<file path="src/hw/rtl/hamming_window_violation_check_macros.svh">
// ----------------------------------------------------------------------------
// Hamming window violation check - assertion macros
// Shared concurrent assertion forms, clocked on clk and disabled in reset.
// ----------------------------------------------------------------------------
`ifndef HAMMING_WINDOW_VIOLATION_CHECK_MACROS_SVH
`define HAMMING_WINDOW_VIOLATION_CHECK_MACROS_SVH

// Consequent must hold in the same cycle as the antecedent
`define HWVC_ASSERT_SAME(label, ante, cons, msg) \
    label: assert property (@(posedge clk) disable iff (!rst_n) (ante) |-> (cons)) \
        else $error(msg);

// Consequent must hold in the cycle after the antecedent
`define HWVC_ASSERT_NEXT(label, ante, cons, msg) \
    label: assert property (@(posedge clk) disable iff (!rst_n) (ante) |=> (cons)) \
        else $error(msg);

`endif

</file>
<file path="src/hw/rtl/hwvc_pkg.sv">
// ----------------------------------------------------------------------------
// hwvc_pkg
// Types, codes and helpers shared by the Hamming window violation checker.
// ----------------------------------------------------------------------------
`timescale 1ns / 1ps

package hwvc_pkg;

    localparam int WORD_W = 64;
    localparam int POP_W  = 7;
    localparam int REG_W  = 9;
    localparam int CFG_IDX_W = 2;

    // Register indexes
    localparam logic [CFG_IDX_W-1:0] REG_MAX_DIST = 2'd0;
    localparam logic [CFG_IDX_W-1:0] REG_MIN_DIST = 2'd1;

    localparam logic [REG_W-1:0] MAX_DIST_RESET = 9'd182;
    localparam logic [REG_W-1:0] MIN_DIST_RESET = 9'd182;
    localparam logic [REG_W-1:0] VIOL_MAX       = 9'd511;

    // Item modes
    typedef enum logic [1:0] {
        MODE_TABLE = 2'd0,
        MODE_CAND  = 2'd1,
        MODE_CHECK = 2'd2
    } mode_t;

    // Controller states
    typedef enum logic [1:0] {
        S_IDLE,
        S_RUN,
        S_WAIT
    } state_t;

    // Tag that travels with each word read from the store
    typedef struct packed {
        logic valid;
        logic last_word;
        logic last_row;
    } word_tag_t;

    // Status of the window evaluator
    typedef struct packed {
        logic             done;
        logic [REG_W-1:0] violation;
    } eval_stat_t;

    // 64-bit popcount as a six level adder tree
    function automatic logic [POP_W-1:0] popcount64(input logic [WORD_W-1:0] x);
        logic [WORD_W-1:0] v;
        v = (x & 64'h5555_5555_5555_5555) + ((x >> 1) & 64'h5555_5555_5555_5555);
        v = (v & 64'h3333_3333_3333_3333) + ((v >> 2) & 64'h3333_3333_3333_3333);
        v = (v & 64'h0F0F_0F0F_0F0F_0F0F) + ((v >> 4) & 64'h0F0F_0F0F_0F0F_0F0F);
        v = (v & 64'h00FF_00FF_00FF_00FF) + ((v >> 8) & 64'h00FF_00FF_00FF_00FF);
        v = (v & 64'h0000_FFFF_0000_FFFF) + ((v >> 16) & 64'h0000_FFFF_0000_FFFF);
        v = (v & 64'h0000_0000_FFFF_FFFF) + ((v >> 32) & 64'h0000_0000_FFFF_FFFF);
        return v[POP_W-1:0];
    endfunction

endpackage

</file>
<file path="src/hw/rtl/hwvc_dist_unit.sv">
// ----------------------------------------------------------------------------
// hwvc_dist_unit
// XOR and popcount of one word per cycle, summed into a per-row distance.
// ----------------------------------------------------------------------------
`timescale 1ns / 1ps

module hwvc_dist_unit #(
    parameter int ROW_BITS = 384,
    parameter int DW       = 9
) (
    input  logic                        clk,
    input  logic                        rst_n,
    input  logic                        flush,
    input  hwvc_pkg::word_tag_t         issue_tag,
    input  logic [hwvc_pkg::WORD_W-1:0] tbl_q,
    input  logic [hwvc_pkg::WORD_W-1:0] cand_q,
    output logic                        dist_vld,
    output logic                        dist_last,
    output logic [DW-1:0]               row_dist
);
    import hwvc_pkg::*;

    localparam int ROW_WORDS = (ROW_BITS + 63) / 64;
    localparam int TAIL_BITS = ROW_BITS - (ROW_WORDS - 1) * 64;
    localparam logic [WORD_W-1:0] TAIL_MASK =
        (TAIL_BITS >= 64) ? {WORD_W{1'b1}} : ((64'd1 << TAIL_BITS) - 64'd1);

    word_tag_t         tag_reg;
    logic [DW-1:0]     acc_reg, acc_next;
    logic [DW-1:0]     dist_reg;
    logic              dist_vld_reg, dist_last_reg;
    logic [WORD_W-1:0] diff;
    logic [POP_W-1:0]  pop;
    logic [DW-1:0]     row_sum;

    // Masked difference of the word now out of the store
    always_comb
    begin
        diff = tbl_q ^ cand_q;
        if (tag_reg.last_word)
        begin
            diff = diff & TAIL_MASK;
        end
        pop      = popcount64(diff);
        row_sum  = acc_reg + DW'(pop);
        acc_next = acc_reg;
        if (tag_reg.valid)
        begin
            acc_next = tag_reg.last_word ? '0 : row_sum;
        end
    end

    // Tag stage aligned with read data, then accumulator and row result
    always_ff @(posedge clk or negedge rst_n)
    begin
        if (!rst_n)
        begin
            tag_reg       <= '0;
            acc_reg       <= '0;
            dist_vld_reg  <= 1'b0;
            dist_last_reg <= 1'b0;
        end
        else if (flush)
        begin
            tag_reg       <= '0;
            acc_reg       <= '0;
            dist_vld_reg  <= 1'b0;
            dist_last_reg <= 1'b0;
        end
        else
        begin
            tag_reg       <= issue_tag;
            acc_reg       <= acc_next;
            dist_vld_reg  <= tag_reg.valid && tag_reg.last_word;
            dist_last_reg <= tag_reg.last_row;
        end
    end

    always_ff @(posedge clk)
    begin
        if (tag_reg.valid && tag_reg.last_word)
        begin
            dist_reg <= row_sum;
        end
    end

    assign dist_vld  = dist_vld_reg;
    assign dist_last = dist_last_reg;
    assign row_dist  = dist_reg;

endmodule

</file>
<file path="config.mk">
export PLATFORM = sky130hd
export DESIGN_NAME = hwvc_dist_unit
export DESIGN_NICKNAME = d
export VERILOG_FILES = /design/src/hw/rtl/hamming_window_violation_check_macros.svh /design/src/hw/rtl/hwvc_pkg.sv /design/src/hw/rtl/hwvc_dist_unit.sv
export SDC_FILE = /design/constraint.sdc
export NUM_CORES = 1
export LEC_CHECK = 0
export ABC_AREA = 1
export ABC_CLOCK_PERIOD_IN_PS = 2400
export BUFFER_PORTS_ARGS = -buffer_cell sky130_fd_sc_hd__buf_4
export CAP_MARGIN = 5
export CORE_ASPECT_RATIO = 0.5
export CORE_UTILIZATION = 44
export CTS_BUF_LIST = sky130_fd_sc_hd__clkbuf_2
export CTS_CLUSTER_DIAMETER = 150
export DETAILED_ROUTE_END_ITERATION = 10
export GPL_TIMING_DRIVEN = 0
export PLACE_DENSITY = 0.71
export RECOVER_POWER = 100
export SLEW_MARGIN = 10
export SYNTH_ARGS = -nofsm -noshare
export SYNTH_HDL_FRONTEND = slang
export SYNTH_SLANG_ARGS = --single-unit
</file>
<file path="constraint.sdc">
create_clock -name clk -period 2.4 [get_ports clk]
set_clock_uncertainty 0.05 [all_clocks]
set_input_delay 0.48 -clock clk [delete_from_list [all_inputs] [get_ports clk]]
set_output_delay 0.48 -clock clk [all_outputs]
set_load 0.005 [all_outputs]
</file>
=== Yosys cells after proc, flatten, opt, wreduce, memory -nomap -nowiden ===
Cells that the tools add are included.
W data, S select, Z words.

* Bitwise operators: 1
* Reductions and logical operators: 2
* Multiplexer cells: 6
* Add/subtract/negate cells: 7

{| class="wikitable"
|+ Operators by type and width
! kind !! count
|-
| $add A63 B63 Y64 || 1
|-
| $xor A64 B64 Y64 || 1
|-
| $add A62 B62 Y63 || 1
|-
| $add A60 B59 Y61 || 1
|-
| $add A55 B53 Y55 || 1
|-
| $add A39 B39 Y39 || 1
|-
| $mux W9 || 3
|-
| $add A9 B7 Y9 || 1
|-
| $add A7 B7 Y7 || 1
|-
| $mux W3 || 1
|-
| $mux W1 || 2
|-
| $reduce_bool A2 Y1 || 1
|-
| $logic_and A1 B1 Y1 || 1
|}

* Input port bits: 134
* Register bits: 23

=== Depth between registers and ports, before layout ===
* Word-level depth: 11
* Depth in mapped cells: 31
* Gate-level depth less buffers: 31

=== Least setup slack after synthesis ===
Ideal clock, no wire load.

* Path kind: input to register
* From: input cand_q[8] in the netlist's numbering
* To: register dist_reg[7], in the netlist row_dist[7] (data pin)
* Setup time: 255 ps
* Cell stages on the path: 26
* Data required time: 2,095 ps
* Buffers on the path: 0
* Slack: -3,053 ps
* Data arrival time: 5,148 ps
* Cells stage by stage: xor2_1 ha_1 ha_1 fa_1 inv_1 fa_1 xnor2_1 ha_1 a21oi_1 nand2_1 xor2_1 ha_1 a21oi_1 nand2_1 xor2_1 ha_1 nand2_1 or2_1 nand4_1 nand2_1 ha_1 nand2_1 inv_1 a21oi_1 nand3_1 and2_1

* Word-level cells in the longest chain between the ends: 8

{| class="wikitable"
|+ Ends and longest elaborated chain
! what !! RTL line !! RTL
|-
| start: declaration || hwvc_dist_unit.sv:16 || <nowiki>input logic [hwvc_pkg::WORD_W-1:0] cand_q,</nowiki>
|-
| $xor A64 B64 Y64 || hwvc_dist_unit.sv:39 || <nowiki>diff = tbl_q ^ cand_q;</nowiki>
|-
| $add A63 B63 Y64 || hwvc_pkg.sv:52 || <nowiki>v = (x & 64'h5555_5555_5555_5555) + ((x >> 1) & 64'h5555_5555_5555_5555);</nowiki>
|-
| $add A62 B62 Y63 || hwvc_pkg.sv:53 || <nowiki>v = (v & 64'h3333_3333_3333_3333) + ((v >> 2) & 64'h3333_3333_3333_3333);</nowiki>
|-
| $add A60 B59 Y61 || hwvc_pkg.sv:54 || <nowiki>v = (v & 64'h0F0F_0F0F_0F0F_0F0F) + ((v >> 4) & 64'h0F0F_0F0F_0F0F_0F0F);</nowiki>
|-
| $add A55 B53 Y55 || hwvc_pkg.sv:55 || <nowiki>v = (v & 64'h00FF_00FF_00FF_00FF) + ((v >> 8) & 64'h00FF_00FF_00FF_00FF);</nowiki>
|-
| $add A39 B39 Y39 || hwvc_pkg.sv:56 || <nowiki>v = (v & 64'h0000_FFFF_0000_FFFF) + ((v >> 16) & 64'h0000_FFFF_0000_FFFF);</nowiki>
|-
| $add A7 B7 Y7 || hwvc_pkg.sv:57 || <nowiki>v = (v & 64'h0000_0000_FFFF_FFFF) + ((v >> 32) & 64'h0000_0000_FFFF_FFFF);</nowiki>
|-
| $add A9 B7 Y9 || hwvc_dist_unit.sv:45 || <nowiki>row_sum = acc_reg + DW'(pop);</nowiki>
|-
| net row_sum[7] || hwvc_dist_unit.sv:34 || <nowiki>logic [DW-1:0] row_sum;</nowiki>
|-
| end signal: assignment || hwvc_dist_unit.sv:83 || <nowiki>dist_reg <= row_sum;</nowiki>
|-
| end: declaration || hwvc_dist_unit.sv:30 || <nowiki>logic [DW-1:0] dist_reg;</nowiki>
|}

The timed path passes the listed nets, and every way through them passes these cells.
A chain may end at the register's enable or synchronous reset.

=== Worst setup path after layout ===
* From: input tbl_q[27] in the netlist's numbering
* To: register dist_reg[7], in the netlist row_dist[7] (data pin)

* Word-level cells in the longest chain between the ends: 8

{| class="wikitable"
|+ Ends and longest elaborated chain
! what !! RTL line !! RTL
|-
| start: declaration || hwvc_dist_unit.sv:15 || <nowiki>input logic [hwvc_pkg::WORD_W-1:0] tbl_q,</nowiki>
|-
| $xor A64 B64 Y64 || hwvc_dist_unit.sv:39 ||
|-
| $add A63 B63 Y64 || hwvc_pkg.sv:52 ||
|-
| $add A62 B62 Y63 || hwvc_pkg.sv:53 ||
|-
| $add A60 B59 Y61 || hwvc_pkg.sv:54 ||
|-
| $add A55 B53 Y55 || hwvc_pkg.sv:55 ||
|-
| $add A39 B39 Y39 || hwvc_pkg.sv:56 ||
|-
| $add A7 B7 Y7 || hwvc_pkg.sv:57 ||
|-
| $add A9 B7 Y9 || hwvc_dist_unit.sv:45 ||
|-
| net row_sum[7] || hwvc_dist_unit.sv:34 ||
|}

The timed path passes the listed nets, and every way through them passes these cells.

==> flow_metrics.py <==
metrics = {
    "routing": {
        "drc": 0,
        "avgRoutedWirePerCell_microns": 12.15,
        "dr.pass1.iters": 4,
        "drt_iter0_drc": 89,
        "wirelength_microns": 9418,
        "vias_per_cell": 4.745,
        "vias": 3677,
        "drtAntennaViolNets": 0,
    },
    "sta": {
        "min_period_ns": 5.316,
        "finalCritPeriodShare_pct": 221.5,
        "hold_violations": 0,
        "rsz0062_at_grt": "yes",
        "drv_slew": 0,
        "setup_slack_ns": -2.916,
        "worst_slew_pin_slew_ns": 0.8396,
        "clock.fmax_mhz": 188.1,
        "max-slew-margin-rel_pct": 44.02,
        "setup-violations-final": 18,
    },
    "worst_hold_path": {
        "min_path_type": "primary input to flop",
        "hold_depth": 3,
    },
    "synthesis": {
        "synthMuxAreaShare_pct": 0,
        "synth_compound_area_share_pct": 4.402,
        "synth_cells": 466,
        "synth-main-ff-cell": "dfrtp_1",
        "synthArstFlopShare_pct": 60.87,
        "ys_warn_count": 0,
        "synth-seq-cells": 23,
        "synth_edf_count": 9,
        "yosys.area_share.simple_pct": 12.21,
        "synth_top_family_by_area": "adder cells",
        "yosysSeqAreaShare_pct": 14.09,
        "synthAdderAreaFrac_pct": 46.07,
        "avgSynthCellArea_sq_um": 9.454,
        "syn_area_sq_um": 4405,
        "synth_xor_area_share_pct": 18.29,
        "ys_types": 24,
        "synth_fp_nets": 743,
    },
    "final_layout": {
        "drive_gt1_share_pct": 46.41,
        "multi_input_area_sq_um": 4358,
        "fillers": 731,
        "syn_to_final_growth_pct": 52.63,
        "seqCellArea_sq_um": 620.6,
        "final_nets": 918,
        "antenna_cells": 0,
        "design_area_sq_um": 6724,
    },
    "place": {
        "dp_hpwl_microns": 7375,
        "portBuffers": 143,
        "dp_slack_ns": -3.311,
        "gp_congestion": 0.8334,
        "dpl-instance-area_sq_um": 5782,
    },
    "worst_setup_path": {
        "start_kind": "primary input",
        "slowest_delay_ns": 0.55,
        "cpMaxStageDelayCell": "fa_1",
        "worstPathRequired_ns": 2.47,
        "cp-end-kind": "flop",
        "crit_path_frequent_cell": "nand2_1",
        "crit_fanout": 4,
        "cp.arrival_ns": 5.39,
        "worst-setup-path-type": "primary input to flop",
        "r2r_cells": 10,
    },
    "global_routing": {
        "grt_pass1_vias": 3770,
        "use_met1_pct": 22.59,
        "antenna_found_initial": 0,
        "grt.overflow.total": 0,
        "grt_max_degree": 15,
        "gr-usage-met3_pct": 1.247,
        "use_met2_pct": 33.98,
        "busiest_layer": "met2",
        "grtUsageTotal_pct": 17.76,
        "grt_pass1_wl_microns": 15260,
    },
    "cts": {
        "clockBufferDepth": 2,
        "htree_levels": 1,
        "clkSlewWorstSetupHoldPaths_ns": 0.20,
        "cts.sinks": 23,
        "root_buffer": "clkbuf_2",
        "clock_latency_ns": 0.36,
        "cts_tree": "done",
        "cts_buffers": 3,
    },
    "floorplan": {
        "core-area_sq_um": 9572,
        "io_pins": 145,
        "start_util_pct": 46.03,
        "dieArea_sq_um": 10440,
        "fp.dieH_microns": 72.76,
        "num_rows": 25,
        "fp.dieW_microns": 143.5,
    },
    "job": {
        "cap_viol_max_count": 0,
    },
    "run_status": {
        "violations": "negative setup slack",
        "status": "complete, but fails checks",
    },
}
[final timing paths]
path / startpoint / endpoint / slack [ns]
max: tbl_q[27] / row_dist[7] / -2.92
min: issue_tag[0] / tag_reg[0] / 0.28
max reg2reg: acc_reg[0] / row_dist[8] / 0.45
min reg2reg: tag_reg[0] / dist_last / 0.44
max in group asynchronous: rst_n / acc_reg[8] / 1.11
min in group asynchronous: rst_n / acc_reg[7] / 0.64
[synthesized netlist by cell type (2+ instances only)]
cell type / number / area (sq um)
ha_1: 111 / 1389
xor2_1: 82 / 718.2
nand2_1: 63 / 236.5
inv_1: 55 / 206.5
fa_1: 32 / 640.6
nand3_1: 31 / 155.2
a21oi_1: 29 / 145.1
dfrtp_1: 14 / 350.3
xnor2_1: 10 / 87.58
edfxtp_1: 9 / 270.3
nor2_1: 8 / 30.03
and2_1: 4 / 25.02
a22o_1: 3 / 26.28
o21bai_1: 3 / 22.52
nand2_2: 2 / 12.51
nand4_1: 2 / 12.51
[per-layer routing]
| layer | vias up | part of all wire (%) |
|---|---|---|
| li1 | 1887 | - |
| met1 | 1706 | 45 |
| met2 | 77 | 52 |
| met3 | 7 | 3.2 |
| met4 | 0 | 0.61 |
| met5 | - | 0 |
[repair_timing]
item / CTS / global route
buffers inserted: 17 / 9
resized for setup: 58 / 54
setup endpoints to repair: 18 / 18
pin swaps: 38 / 54
hold endpoints to repair: 14 / 0
hold buffers: 1 / 0
[kinds of logic after synthesis]
group                      count (synthesis)
adders and majority gates                143
and+or+nand+nor                          117
xor gates and xnor gates                  92
buffers and inverters                     56
AOI/OAI and AO/OA                         35
DFF                                       23
[cell usage in the layout (no fill, tap or decap), drive strengths merged]
cell / synthesis / routed
fa: 32 / 32
edfxtp: 9 / 9
xor2: 82 / 82
ha: 111 / 111
nand3: 32 / 32
nor3: 1 / 1
a21oi: 29 / 29
nor2: 9 / 9
nand3b: 2 / 2
clkinv: 0 / 1
dfrtp: 14 / 14
buf: 1 / 157
inv: 55 / 55
a22o: 3 / 3
nand2: 65 / 65
o21bai: 3 / 3
dlygate4sd3: 0 / 1
or2: 2 / 2
xnor2: 10 / 10
clkbuf: 0 / 16
nand4: 2 / 2
and2: 4 / 4
[worst max-delay path, delay by kind of cell]
family | cells | cell delay [ns]
compound gates | 2 | 0.29
buf+inv | 2 | 0.14
simple gates | 12 | 1.13
xor+xnor | 4 | 0.61
fa+ha+maj | 8 | 2.74
[stage by stage]
stage	setup TNS (ns)	hold WS [ns]	utilization, %	cells
floorplan	-41.80	0.1344	-	466
global placement	-47.81	0.2979	60.41	744
detailed placement	-48.36	0.2971	60.41	744
CTS	-41.74	0.2368	66.48	766
global route	-46.24	0.2703	70.25	775
finish	-42.99	0.2814	70.25	775
[cell type report]
type / count / area share, %
multi-input cells: 387 / 64.81
repair buffers: 170 / 20.02
flip-flops and latches: 23 / 9.230
inverters: 55 / 3.070
well taps: 135 / 2.512
clock buffers: 3 / 0.2233
clock inverters: 1 / 0.07443
plain buffers: 1 / 0.05582
Power is left out: the tool's default activity adds up to more than one toggle a clock period on the data nets, which glitch-free logic cannot reach.
