## src/hw/rtl/hamming_window_violation_check_macros.svh

```systemverilog
// ----------------------------------------------------------------------------
// Hamming window violation check - assertion macros
// Shared concurrent assertion forms, clocked on clk and disabled in reset.
// ----------------------------------------------------------------------------
`ifndef HAMMING_WINDOW_VIOLATION_CHECK_MACROS_SVH
`define HAMMING_WINDOW_VIOLATION_CHECK_MACROS_SVH

// Consequent must hold in the same cycle as the antecedent
`define HWVC_ASSERT_SAME(label, ante, cons, msg) \
    label: assert property (@(posedge clk) disable iff (!rst_n) (ante) |-> (cons)) \
        else $error(msg);

// Consequent must hold in the cycle after the antecedent
`define HWVC_ASSERT_NEXT(label, ante, cons, msg) \
    label: assert property (@(posedge clk) disable iff (!rst_n) (ante) |=> (cons)) \
        else $error(msg);

`endif

```

## src/hw/rtl/hwvc_pkg.sv

```systemverilog
// ----------------------------------------------------------------------------
// hwvc_pkg
// Types, codes and helpers shared by the Hamming window violation checker.
// ----------------------------------------------------------------------------
`timescale 1ns / 1ps

package hwvc_pkg;

    localparam int WORD_W = 64;
    localparam int POP_W  = 7;
    localparam int REG_W  = 9;
    localparam int CFG_IDX_W = 2;

    // Register indexes
    localparam logic [CFG_IDX_W-1:0] REG_MAX_DIST = 2'd0;
    localparam logic [CFG_IDX_W-1:0] REG_MIN_DIST = 2'd1;

    localparam logic [REG_W-1:0] MAX_DIST_RESET = 9'd182;
    localparam logic [REG_W-1:0] MIN_DIST_RESET = 9'd182;
    localparam logic [REG_W-1:0] VIOL_MAX       = 9'd511;

    // Item modes
    typedef enum logic [1:0] {
        MODE_TABLE = 2'd0,
        MODE_CAND  = 2'd1,
        MODE_CHECK = 2'd2
    } mode_t;

    // Controller states
    typedef enum logic [1:0] {
        S_IDLE,
        S_RUN,
        S_WAIT
    } state_t;

    // Tag that travels with each word read from the store
    typedef struct packed {
        logic valid;
        logic last_word;
        logic last_row;
    } word_tag_t;

    // Status of the window evaluator
    typedef struct packed {
        logic             done;
        logic [REG_W-1:0] violation;
    } eval_stat_t;

    // 64-bit popcount as a six level adder tree
    function automatic logic [POP_W-1:0] popcount64(input logic [WORD_W-1:0] x);
        logic [WORD_W-1:0] v;
        v = (x & 64'h5555_5555_5555_5555) + ((x >> 1) & 64'h5555_5555_5555_5555);
        v = (v & 64'h3333_3333_3333_3333) + ((v >> 2) & 64'h3333_3333_3333_3333);
        v = (v & 64'h0F0F_0F0F_0F0F_0F0F) + ((v >> 4) & 64'h0F0F_0F0F_0F0F_0F0F);
        v = (v & 64'h00FF_00FF_00FF_00FF) + ((v >> 8) & 64'h00FF_00FF_00FF_00FF);
        v = (v & 64'h0000_FFFF_0000_FFFF) + ((v >> 16) & 64'h0000_FFFF_0000_FFFF);
        v = (v & 64'h0000_0000_FFFF_FFFF) + ((v >> 32) & 64'h0000_0000_FFFF_FFFF);
        return v[POP_W-1:0];
    endfunction

endpackage

```

## src/hw/rtl/hwvc_window_eval.sv

```systemverilog
// ----------------------------------------------------------------------------
// hwvc_window_eval
// Window test of each row distance, running maximum and early stop.
// ----------------------------------------------------------------------------
`timescale 1ns / 1ps

module hwvc_window_eval #(
    parameter int DW = 9
) (
    input  logic                       clk,
    input  logic                       rst_n,
    input  logic                       start,
    input  logic                       dist_vld,
    input  logic                       dist_last,
    input  logic [DW-1:0]              row_dist,
    input  logic [hwvc_pkg::REG_W-1:0] max_dist,
    input  logic [hwvc_pkg::REG_W-1:0] min_dist,
    input  logic [hwvc_pkg::REG_W-1:0] limit,
    output hwvc_pkg::eval_stat_t       stat
);
    import hwvc_pkg::*;

    logic [DW-1:0] err_reg, err_next;
    logic [DW-1:0] max_ext, min_ext, lim_ext;
    logic [DW-1:0] cur;
    logic          grow;

    // Excess first, shortfall only without excess
    always_comb
    begin
        max_ext = DW'(max_dist);
        min_ext = DW'(min_dist);
        lim_ext = DW'(limit);
        if (row_dist > max_ext)
        begin
            cur = row_dist - max_ext;
        end
        else if (row_dist < min_ext)
        begin
            cur = min_ext - row_dist;
        end
        else
        begin
            cur = '0;
        end
        grow     = dist_vld && (cur > err_reg);
        err_next = grow ? cur : err_reg;
        stat.done = dist_vld && ((grow && (cur >= lim_ext)) || dist_last);
        stat.violation = (err_next > DW'(VIOL_MAX)) ? VIOL_MAX : err_next[REG_W-1:0];
    end

    // Running maximum
    always_ff @(posedge clk or negedge rst_n)
    begin
        if (!rst_n)
        begin
            err_reg <= '0;
        end
        else if (start)
        begin
            err_reg <= '0;
        end
        else
        begin
            err_reg <= err_next;
        end
    end

endmodule

```

## config.mk

```make
export PLATFORM = sky130hd
export DESIGN_NAME = hwvc_window_eval
export DESIGN_NICKNAME = d
export VERILOG_FILES = /design/src/hw/rtl/hamming_window_violation_check_macros.svh /design/src/hw/rtl/hwvc_pkg.sv /design/src/hw/rtl/hwvc_window_eval.sv
export SDC_FILE = /design/constraint.sdc
export NUM_CORES = 1
export LEC_CHECK = 0
export BUFFER_PORTS_ARGS = -buffer_cell sky130_fd_sc_hd__buf_2
export CORE_ASPECT_RATIO = 0.9
export CORE_MARGIN = 2
export CORE_UTILIZATION = 50
export DETAILED_ROUTE_END_ITERATION = 10
export PLACE_DENSITY = 0.74
export SYNTH_ARGS = -nofsm -noshare
export SYNTH_HDL_FRONTEND = slang
export SYNTH_SLANG_ARGS = --single-unit
```

## constraint.sdc

```tcl
create_clock -name clk -period 11.4 [get_ports clk]
set_input_delay 3.42 -clock clk [delete_from_list [all_inputs] [get_ports clk]]
set_output_delay 3.42 -clock clk [all_outputs]
set_load 0.02 [all_outputs]
```

# Word level (Yosys, flattened, before mapping)
# Cells that the tools add are included.
# Widths: inputs -> output; s select.
[word_totals]
regBits = 9
input_bits = 41
output_inout_bits = 10
elab_cells = 17
[classes]
addsub = 2
n_lt_le_gt_ge = 5
n_mux = 5
n_reduce_logical = 4
[op_table]
columns = ["cell", "count"]
rows = [
  ["$mux 9", 5],
  ["$gt 9x9->1", 2],
  ["$sub 9x9->9", 2],
  ["$ge 9x9->1", 1],
  ["$gt 9x9->1 const B", 1],
  ["$lt 9x9->1", 1],
  ["$logic_and 1x1->1", 3],
  ["$logic_or 1x1->1", 1],
]

# Logic depth before layout (Yosys ltp)
# Gate-level depths: netlist of the first run.
[logic_depth]
word_depth = 8
depth_mapped = 18
depth_no_buf = 17

# Worst setup path before layout of the first run
# OpenSTA, ideal clock, no wires.
[synth_path]
kind = "input to output"
start = "input port max_dist[1] in the netlist's numbering"
end = "output port stat[0] in the netlist's numbering"
t_arrival_ns = 6.852
required_time_ns = 7.980
setup_slack_ns = 1.128
stages = 16
n_path_buf = 2
cell_sequence = "inv_1 -> ha_1 -> nor2b_4 -> o31a_4 -> o41ai_4 -> a21o_1 -> buf_6 -> mux2i_1 -> inv_1 -> ha_1 -> a211o_1 -> o221ai_1 -> a21oi_1 -> o311a_1 -> clkbuf_1 -> a21oi_1"
[synth_lines]
columns = ["element", "line", "source"]
rows = [
  ["start, declared", "hwvc_window_eval.sv:16", "input logic [hwvc_pkg::REG_W-1:0] max_dist,"],
  ["end, declared", "hwvc_window_eval.sv:19", "output hwvc_pkg::eval_stat_t stat"],
]

==> impl_metrics.yaml, run 1 <==
place:
  portBuffers: 50
  dp_cells: 347
  globalplace.congestion: 0.834
  detailed_place_hpwl_um: 4110
  place_area_um2: 2250
power_and_ir_drop:
  power_density_nw_per_um2: 160
  ir_drop_v: 0.000155
  finalPower_mw: 0.367
  p_leak_nw: 1.22
critical_path:
  cpMaxStageDelayCell: "o311a_1"
  critPathLaunchType: "primary input"
  r2r_slack_ns: 9.01
  r2r-start: "err_reg[6]"
  cp_slowest_stage_delay_ns: 0.58
  cp.arrival_ns: 7.60
  r2r-end: "err_reg[8]"
  path_class: "in -> out"
  cp-startpoint: "max_dist[1]"
  crit_chain: "buf_2 > inv_1 > ha_1 > nor2b_4 > o31a_4 > o41ai_4 > a21o_1 > mux2i_1 > inv_1 > ha_1 > a211o_1 > o221ai_1 > a21oi_1 > o311a_1 > nor2_1 > a21oi_1 > buf_2"
  cp_max_fo: 25
  crit_buf_inv: 4
  required_ns: 7.98
  r2r_cells: 8
  critPathTopFamily: "compound AO/OA/AOI/OAI gates"
  critPathCaptureType: "primary output"
grt:
  grt_max_degree: 26
  grt_usage_pct: 22.3
  grt-ovfl-total: 0
  grt_pass1_vias: 1832
  grt_pass1_wl_um: 8080
  antenna_found_initial: 0
job:
  maxCapViolCount: 0
floorplan:
  initial_utilization_pct: 52.5
  core_um2: 3730
  rows: 21
  fp.dieW_um: 70.0
  dieArea_um2: 4430
  die_y_um: 63.4
  io-pin-count: 51
route:
  drc: 0
  vias: 1988
  detail_route.vias_per_cell: 5.66
  wl_per_cell_um: 13.8
  firstDrtPassIters: 4
  wirelength_um: 4840
  drt_first_iter_violations: 128
  ant_nets: 0
clocking:
  cts_buffers: 3
  clk_root_buffer_cell: "clkbuf_8"
  htree_num_levels: 1
  cts_max_path_buffers: 2
  clkSinkCount: 9
  path_clk_slew_ns: 0.05
  cts_resized: 0
  ctsHoldBuffers: 0
  clk_latency_ns: 0.23
  cts_tree: "yes"
  post_cts_buffers: 0
cells_and_area:
  drive_above_1_share_pct: 20.7
  num-fill-cells: 346
  n_antenna_cell: 0
  instances_no_fill: 351
  final_common_cell: "buf_2"
  final_area_um2: 2290
  largest_reg_flops: 9
  syn_to_final_growth_pct: 17.0
  multi_input_area_um2: 1540
  layout_common_cells: "buf_2, inv_1, ha_1"
  seqCellArea_um2: 225
  nets: 385
worst_hold_path:
  hp-start: "err_reg[7]"
  hold_path_class: "reg -> reg"
  min_path_cells: 2
  whs_endpoint: "err_reg[7]"
sta:
  setup_tns_ns: 0
  hold_slack_ns: 0.567
  max_freq_mhz: 90.7
  hold_viol: 0
  slew_headroom_pct: 45.8
  worstMarginPinSlew_ns: 0.813
  fin_crit_ns: 11.02
  slew_violations: 0
  skew_ns: 0.00267
  rsz0062_at_grt: "false"
  finalSetupViolCount: 0
  fin_crit_sh_pct: 96.7
synth:
  ys_types: 50
  ys_ff_latch: 9
  synth-async-reset-ratio_pct: 100
  yosysWarnings: 0
  synth_flop_cell: "dfrtp_1"
  seq_area_frac_synth_pct: 11.5
  syn_nets: 334
  syn_area_per_cell_um2: 7.68
  synth_cells: 255
  synth.cell_area_um2: 1960
  synth-edff-count: 0
status:
  status: "complete, no violations"
-- per-stage QoR --
step                util [%]  setup slack (ns)
floorplan                  -              1.13
global placement        60.2             0.535
detailed placement      60.2             0.416
CTS                     61.4             0.411
global route            61.4            0.0714
finish                  61.4             0.377
-- final cells by class --
cell class              instances  share of cell area [%]
clock buffers                   4                    1.97
multi-input cells             198                    67.4
inverters                      43                    7.05
flip-flops and latches          9                    9.83
well taps                      46                    2.51
repair buffers                 51                    11.3
-- worst reg2reg max path, delay by kind of cell (launching register included) --
family / cells / cell delay [ns]
compound gates: 5 / 1.41
flops: 1 / 0.37
fa+ha+maj: 1 / 0.31
simple gates: 1 / 0.13
buf+inv: 1 / 0.06
-- synthesized netlist by cell type, types with 2 or more instances --
library cell | n | share of area [%]
a2111oi_0 | 4 | 1.8
a211o_1 | 2 | 0.89
a211oi_1 | 12 | 4.6
a211oi_2 | 2 | 1.3
a21o_1 | 7 | 2.7
a21oi_1 | 22 | 5.6
a221oi_1 | 2 | 0.89
a31oi_1 | 5 | 1.6
clkbuf_1 | 2 | 0.38
dfrtp_1 | 9 | 12
fa_1 | 2 | 2.0
ha_1 | 36 | 23
inv_1 | 43 | 8.2
mux2i_1 | 3 | 1.5
nand2_1 | 7 | 1.3
nand2b_1 | 6 | 1.9
nand3_1 | 2 | 0.51
nand3b_1 | 2 | 0.77
nand4_1 | 4 | 1.3
nor2_1 | 24 | 4.6
nor2b_1 | 3 | 0.96
nor3_1 | 7 | 1.8
o21a_1 | 7 | 2.7
o21ai_0 | 7 | 1.8
o21bai_1 | 2 | 0.77
o221ai_1 | 2 | 0.89
o31ai_1 | 2 | 0.77
or4_1 | 2 | 0.77
xnor2_1 | 3 | 1.3
xor2_1 | 4 | 1.8
-- kinds of logic after synthesis --
kind of cell             count (synthesis)  share of synthesized area, %
AO/OA/AOI/OAI                           87                          32.7
AND/OR/NAND/NOR                         63                          16.4
buffers and inverters                   48                          9.65
adder cells (fa/ha/maj)                 38                          25.0
flip-flops                               9                          11.5
XOR/XNOR                                 7                          3.13
multiplexers                             3                          1.53
-- worst max path at each step --
stage,end,cells past startpoint,slack [ns]
floorplan,stat[0],16,1.13
global placement,stat[5],17,0.54
detailed placement,stat[5],17,0.42
CTS,stat[5],17,0.41
global route,stat[5],17,0.07
finish,stat[5],17,0.38
-- routing by layer --
layer / wire (um) / vias to the layer above / part of all wire, % / global-route usage [%]
met2: 1950 / 69 / 40 / 33.1
met3: 276 / 6 / 5.7 / 3.68
met1: 2570 / 869 / 53 / 33.9
li1: - / 1044 / - / -
met5: 0 / - / 0 / 0
met4: 41 / 0 / 0.85 / 4.33
-- power by group --
group	internal (mW)	switching, mW	leakage [nW]
Sequential	0.0458	0.00895	0.121
Clock	0.0244	0.0128	0.0228
Combinational	0.105	0.170	1.08
No activity file was read; power rests on OpenSTA's default activity.
==> run 2, diff against run 1 <==
--- a/config.mk
+++ b/config.mk
@@ -9,8 +9,9 @@
 export CORE_ASPECT_RATIO = 0.9
 export CORE_MARGIN = 2
 export CORE_UTILIZATION = 50
+export CTS_BUF_LIST = sky130_fd_sc_hd__clkbuf_2
 export DETAILED_ROUTE_END_ITERATION = 10
-export PLACE_DENSITY = 0.74
+export PLACE_DENSITY = 0.76
 export SYNTH_ARGS = -nofsm -noshare
 export SYNTH_HDL_FRONTEND = slang
 export SYNTH_SLANG_ARGS = --single-unit
==> impl_metrics.yaml, run 2 (synthesized netlist as in run 1, its figures left out) <==
power_and_ir_drop:
  power_density_nw_per_um2: 153
  finalPower_mw: 0.346
  ir_drop_v: 0.000143
  p_leak_nw: 1.22
clocking:
  clk_root_buffer_cell: "clkbuf_2"
  clkSinkCount: 9
  cts_buffers: 3
  ctsHoldBuffers: 0
  path_clk_slew_ns: 0.10
  cts_tree: "yes"
  clk_latency_ns: 0.26
  post_cts_buffers: 0
  htree_num_levels: 1
  cts_resized: 0
  cts_max_path_buffers: 2
grt:
  grt_use_met3_pct: 2.08
  grt_max_degree: 26
  top_usage_layer: "met1"
  grt_pass1_vias: 1790
  antenna_found_initial: 0
  grt-ovfl-total: 0
  met1_usage_pct: 35.4
  grt_pass1_wl_um: 8000
  use_met2_pct: 31.5
  grt_usage_pct: 21.9
floorplan:
  fp.dieW_um: 70.0
  io-pin-count: 51
  initial_utilization_pct: 52.5
  rows: 21
  dieArea_um2: 4430
  die_y_um: 63.4
  core_um2: 3730
critical_path:
  cp.arrival_ns: 7.42
  path_class: "in -> out"
  cp_max_fo: 25
  critPathCaptureType: "primary output"
  critPathLaunchType: "primary input"
  required_ns: 7.98
  crit_chain: "buf_2 > inv_1 > ha_1 > nor2b_4 > o31a_4 > o41ai_4 > a21o_1 > mux2i_1 > inv_1 > ha_1 > a211o_1 > o221ai_1 > a21oi_1 > o311a_2 > nor2_1 > a21oi_1 > buf_2"
  cpMaxStageDelayCell: "o311a_2"
  cp_slowest_stage_delay_ns: 0.52
route:
  wl_per_cell_um: 13.2
  vias: 1967
  drc: 0
  detail_route.vias_per_cell: 5.60
  drt_first_iter_violations: 116
  ant_nets: 0
  firstDrtPassIters: 4
  wirelength_um: 4630
status:
  status: "complete, no violations"
sta:
  max_freq_mhz: 92.2
  skew_ns: 0.0105
  worstMarginPinSlew_ns: 0.562
  rsz0062_at_grt: "false"
  fin_crit_ns: 10.84
  slew_violations: 0
  setup_tns_ns: 0
  hold_viol: 0
  slew_headroom_pct: 62.0
  fin_crit_sh_pct: 95.1
  finalSetupViolCount: 0
cells_and_area:
  n_antenna_cell: 0
  syn_to_final_growth_pct: 15.8
  largest_reg_flops: 9
  num-fill-cells: 347
  final_common_cell: "buf_2"
  layout_common_cells: "buf_2, inv_1, ha_1"
  drive_above_1_share_pct: 21.3
  nets: 385
place:
  globalplace.congestion: 0.933
  portBuffers: 50
  detailed_place_hpwl_um: 3990
job:
  maxCapViolCount: 0
worst_hold_path:
  hold_path_class: "reg -> reg"
## run 2: changes by cell type in the layout (fill, tap and decap cells not counted)
cell / delta
clkbuf_2: +3
clkbuf_8: -3
clkbuf_1: -1
clkinv_2: +1
o311a_1: -1
o311a_2: +1
## run 2: per-layer routing
layer | part of all wire [%] | vias to the layer above
li1 | - | 1043
met1 | 53 | 865
met2 | 41 | 57
met3 | 5.4 | 2
met4 | 0.54 | 0
met5 | 0 | -
## run 2: final cells by class
cell class | instances | area, um2 | share of cell area, %
multi-input cells | 198 | 1550 | 68.2
repair buffers | 51 | 258 | 11.4
flip-flops and latches | 9 | 225 | 9.93
inverters | 43 | 161 | 7.12
well taps | 46 | 57.6 | 2.54
clock buffers | 3 | 15.0 | 0.662
clock inverters | 1 | 5.00 | 0.221
## run 2: worst paths after layout
check,depth (start not counted),startpoint,end,slack [ns]
setup / recovery,17,max_dist[1],stat[5],0.56
hold / removal,2,err_reg[7],err_reg[7],0.58
setup reg to reg,8,err_reg[6],err_reg[7],9.18
hold reg to reg,2,err_reg[7],err_reg[7],0.58
max in group asynchronous,1,rst_n,err_reg[3],8.22
min in group asynchronous,1,rst_n,err_reg[0],2.99
## run 2: through the flow
stage	cell area [um2]	instances	hold WS [ns]	utilization (%)	setup slack, ns
6_report	2270	351	0.579	60.8	0.557
5_1_grt	2270	351	0.646	60.8	0.208
2_1_floorplan	1960	255	0.529	-	1.13
4_1_cts	2270	351	0.582	60.7	0.407
3_3_place_gp	2250	347	0.551	60.2	0.478
3_5_place_dp	2250	347	0.557	60.2	0.421
## run 2: power by group
| group | internal (mW) | switching (mW) |
|---|---|---|
| Combinational | 0.105 | 0.168 |
| Sequential | 0.0455 | 0.00766 |
| Clock | 0.00794 | 0.0116 |
## run 2: worst max-delay path, delay by kind of cell
kind	cells	cell delay [ns]
compound gates	8	2.19
fa+ha+maj	2	0.62
buf+inv	4	0.45
mux	1	0.40
simple gates	2	0.35
